==> src/design/rte_ram.sv <==
`timescale 1ns / 1ps
// Simple dual-port RAM: one write port, one registered read port.
// No dependencies.
module rte_ram #(
  parameter int unsigned Width = 8,
  parameter int unsigned AddrW = 8
) (
  input  logic             clk_i,
  input  logic             we_i,
  input  logic [AddrW-1:0] waddr_i,
  input  logic [Width-1:0] wdata_i,
  input  logic [AddrW-1:0] raddr_i,
  output logic [Width-1:0] rdata_o
);

  logic [Width-1:0] mem_q [2**AddrW];

  always_ff @(posedge clk_i) begin
    if (we_i) begin
      mem_q[waddr_i] <= wdata_i;
    end
    rdata_o <= mem_q[raddr_i];
  end

endmodule

==> config.mk <==
export PLATFORM = sky130hd
export DESIGN_NAME = rte_ram
export DESIGN_NICKNAME = d
export VERILOG_FILES = /design/src/design/rte_ram.sv
export SDC_FILE = /design/constraint.sdc
export NUM_CORES = 2
export LEC_CHECK = 0
export BUFFER_PORTS_ARGS = -buffer_cell sky130_fd_sc_hd__buf_4
export CORE_ASPECT_RATIO = 2
export CORE_MARGIN = 10
export CORE_UTILIZATION = 59
export CTS_BUF_LIST = sky130_fd_sc_hd__clkbuf_8
export DETAILED_ROUTE_END_ITERATION = 8
export GPL_TIMING_DRIVEN = 1
export PLACE_DENSITY = 0.82
export SYNTH_ARGS = -nofsm -noshare
export SYNTH_HDL_FRONTEND = slang
export SYNTH_SLANG_ARGS = --single-unit
export TNS_END_PERCENT = 5
==> constraint.sdc <==
create_clock -name clk_i -period 2 [get_ports clk_i]
set_input_delay 0.2 -clock clk_i [delete_from_list [all_inputs] [get_ports clk_i]]
set_output_delay 0.2 -clock clk_i [all_outputs]
set_load 0.005 [all_outputs]
==> summary.md <==
| Metric | Value |
|---|---|
| # rows | `190` |
| Synth Area in Adders | `0%` |
| Crit Path Category | `flip-flop to flip-flop` |
| Gr usage total | `29.2%` |
| Ys Warns | `0` |
| Most frequent cell after synthesis | `edfxtp_1` |
| Setup bufs post-CTS | `0` |
| Int Pwr | `64.4 mW` |
| Die extent in x | `280 um` |
| CTS Buffer Depth | `4` |
| PwrDens | `892 mW/mm^2` |
| Worst setup EP type | `flip-flop` |
| Status | `finished with violations` |
| Tightest Hold Check Type | `input pin to flip-flop` |
| RSZ-0062 raised after global routing | `yes` |
| RePlAce Congestion | `0.911` |
| Combinational share of power | `6.4%` |
| CTS tree | `yes` |
| Syn Area/Cell | `21.3 um^2` |
| Initial core utilization | `59.3%` |
| Clk pin slew, worst setup/hold paths | `0.08 ns` |
| Largest family of logic cells by synthesized area | `multiplexers` |
| Leak pwr | `30.4 nW` |
| First-pass GRT wire length | `316000 um` |
| Post-synth EDFFs | `2048` |
| Setup TNS | `-2.33 ns` |
| FMAX | `0.426 GHz` |
| Post-synthesis sequential area ratio | `77.5%` |
| Hold Vio Cnt, Final | `0` |
| Post-Synth Simple-Gate Area | `2.63%` |
| Crit start category | `flip-flop` |
| Synth async-reset ratio | `0%` |
| Vias | `43.9k` |
| Slew Limit Fails | `0` |
| Clk Tree Root Cell | `clkbuf_8` |
| Crit path DAT | `3.14 ns` |
| Clock power share | `36.0%` |
| Critical Path Fanout Max | `1` |
| Post-synth top cells | `2048 x edfxtp_1, 454 x mux4_2, 282 x nor2_1` |
| Largest net degree at the start of global routing | `109` |
| Worst-Margin Slew | `1.14 ns` |
| Syn-to-layout area delta | `16.4%` |
| PnR Total Power | `82.6 mW` |
| Final instance area | `0.0926 mm^2` |
| Synth area leader | `edfxtp_1` |
| Number of global-route vias before repair | `45.5k` |
| Clock latency at the later pin of the worst-skew pair | `0.97 ns` |
| Max Clock Skew | `0.0564 ns` |
| Max Cap Viol | `0` |
| Setup violations, final | `8` |
| GR Overflow Total | `0` |
| Worst EP required | `2.80 ns` |
| Final WL | `218000 um` |
| Compound-Gate Fraction of Synth Area | `3.42%` |
| Synth Flop Type | `edfxtp_1` |
| Full die area | `0.151 mm^2` |
| Fraction of layout cells with a size suffix above 1 | `34.2%` |
| Fin nets | `4541` |
| Post-synthesis mux area share | `14.6%` |
| Psw | `18.2 mW` |
| Worst path cell trace | `mux4_2, a22o_1, a221oi_1, o32ai_1, nor3_4, nor4_1` |
| Fill cell total of the finished layout | `7375` |
| Critical Path Max Stage Delay | `0.50 ns` |
| Worst VDD drop | `960 uV` |
| Post-Synth XOR/XNOR Area | `0%` |
| Iteration-0 DRC Markers | `6340` |
| CORE AREA | `0.134 mm^2` |
| Post-Syn Area | `0.0796 mm^2` |
| Register bit total from synthesis | `2056` |
| Io pins | `34` |
| Antenna Nets Post-Route | `0` |
| Via/cell ratio | `6.80` |
| DP Area | `0.0872 mm^2` |
| Die height | `539 um` |
| Fin crit period | `2.35 ns` |
| Tcrit/Tclk final | `117%` |
| First-pass iteration count of the detailed router | `7` |
| Final HPWL DP | `145000 um` |
| I/O Buffers | `33` |
| DRC | `0` |
| Post-Syn Nets | `3759` |
| Yosys cell types | `55` |
| Failing checks | `setup timing` |
| Reg power frac | `57.5%` |
| Post-synth top area share | `77.3%` |
| Worst path slowest cell | `mux4_2` |
| Num CTS Buffers | `249` |
| Post-DR wirelength/cell | `33.8 um` |
| Initial antenna violation count | `1` |
| Ranking of synthesized cells by area | `edfxtp_1 77%, mux4_2 13%, mux2i_1 1.7%` |
| TritonCTS Sinks | `2056` |
| H-tree levels | `4` |
| Mapped Cells | `3733` |
| Max transition margin | `23.7%` |
| Switching portion of total power | `22.0%` |
| Final worst-path setup slack | `-0.346 ns` |
==> metrics by stage <==
stage / cells / utilization [%] / hold WS (ns) / setup WS [ns]
after floorplan: 3733 / - / 0.299 / -0.0188
after global placement: 5983 / 65.0 / 0.639 / -1.83
after detailed placement: 5984 / 65.0 / 0.655 / -1.70
after CTS: 6446 / 69.0 / 0.000834 / -0.298
after global routing: 6447 / 69.1 / 0.0395 / -0.441
final: 6452 / 69.1 / 0.0645 / -0.346
==> cell families (layout without fill, tap and decap cells) <==
group | Yosys count | in the layout
AO/OA/AOI/OAI | 385 | 385
buffers and inverters | 235 | 1220
flip-flops | 2056 | 2056
other | 0 | 6
multiplexers | 591 | 591
AND/OR/NAND/NOR | 466 | 466
==> path summary, 6_finish.rpt <==
| check | slack, ns | cells after the start | from | end |
|---|---|---|---|---|
| worst max-delay path | -0.35 | 6 | mem_q[210][5] | rdata_o[5] |
| worst min-delay path | 0.06 | 4 | we_i | mem_q[38][5] |
| worst max register to register | -0.35 | 6 | mem_q[210][5] | rdata_o[5] |
| worst min register to register | 1.12 | 7 | mem_q[40][3] | rdata_o[3] |
==> critical path, delay by kind of cell (launching register included) <==
kind	cells	cell delay, ns
AO/OA/AOI/OAI	3	0.77
flip-flops	1	0.39
multiplexers	1	0.50
AND/OR/NAND/NOR	2	0.52
==> layout by cell type (no fill, tap or decap), types with 21 or more instances in the layout <==
master     count
clkinv_2      46
edfxtp_1    2048
o22ai_1       28
buf_4        657
clkinv_1      57
a21oi_1       96
nand2_1       33
o221ai_1      46
clkbuf_8     269
inv_1         64
mux2i_1      134
nand3_1       34
mux4_2       454
a22oi_1      133
nor2b_1       24
bufinv_16     21
nor2_1       273
buf_12        86
==> state kept, by name, indices dropped and copies added, names as in the netlist <==
register,cells
rdata_o,8
mem_q,2048
==> power groups by stage <==
stage / clock network, mW / registers, mW / logic [mW]
3_3_place_gp: 0 / 48.5 / 4.90
3_5_place_dp: 0 / 48.5 / 5.06
5_1_grt: 31.6 / 47.5 / 5.47
2_1_floorplan: 0 / 48.4 / 2.38
6_report: 29.7 / 47.5 / 5.33
4_1_cts: 29.8 / 47.5 / 5.21
==> routing by layer <==
metal	up-vias	wire, um	track usage, %
met1	21991	62200	31.5
met5	-	0	0
met3	1028	22300	6.18
met2	3582	112000	49.6
met4	0	21400	22.5
li1	17258	-	-
==> repair_timing <==
item                                   CTS  global route
gates resized for setup                 61             3
setup endpoints to repair                8             9
endpoints found under the hold margin  674             0
hold buffers                            11             0
pin swaps                               22             4
==> cell type report <==
cell class	count	area (um^2)	share of cell area, %
clock buffer	261	3590	3.88
clock inverter	193	1370	1.48
inverter	2	7.51	0.00811
sequential	2056	61700	66.6
multi-input combinational	1442	16900	18.2
antenna	6	15.0	0.0162
timing repair buffer	764	6900	7.46
tap	1728	2160	2.34
Power figures use the tool's default switching activity.
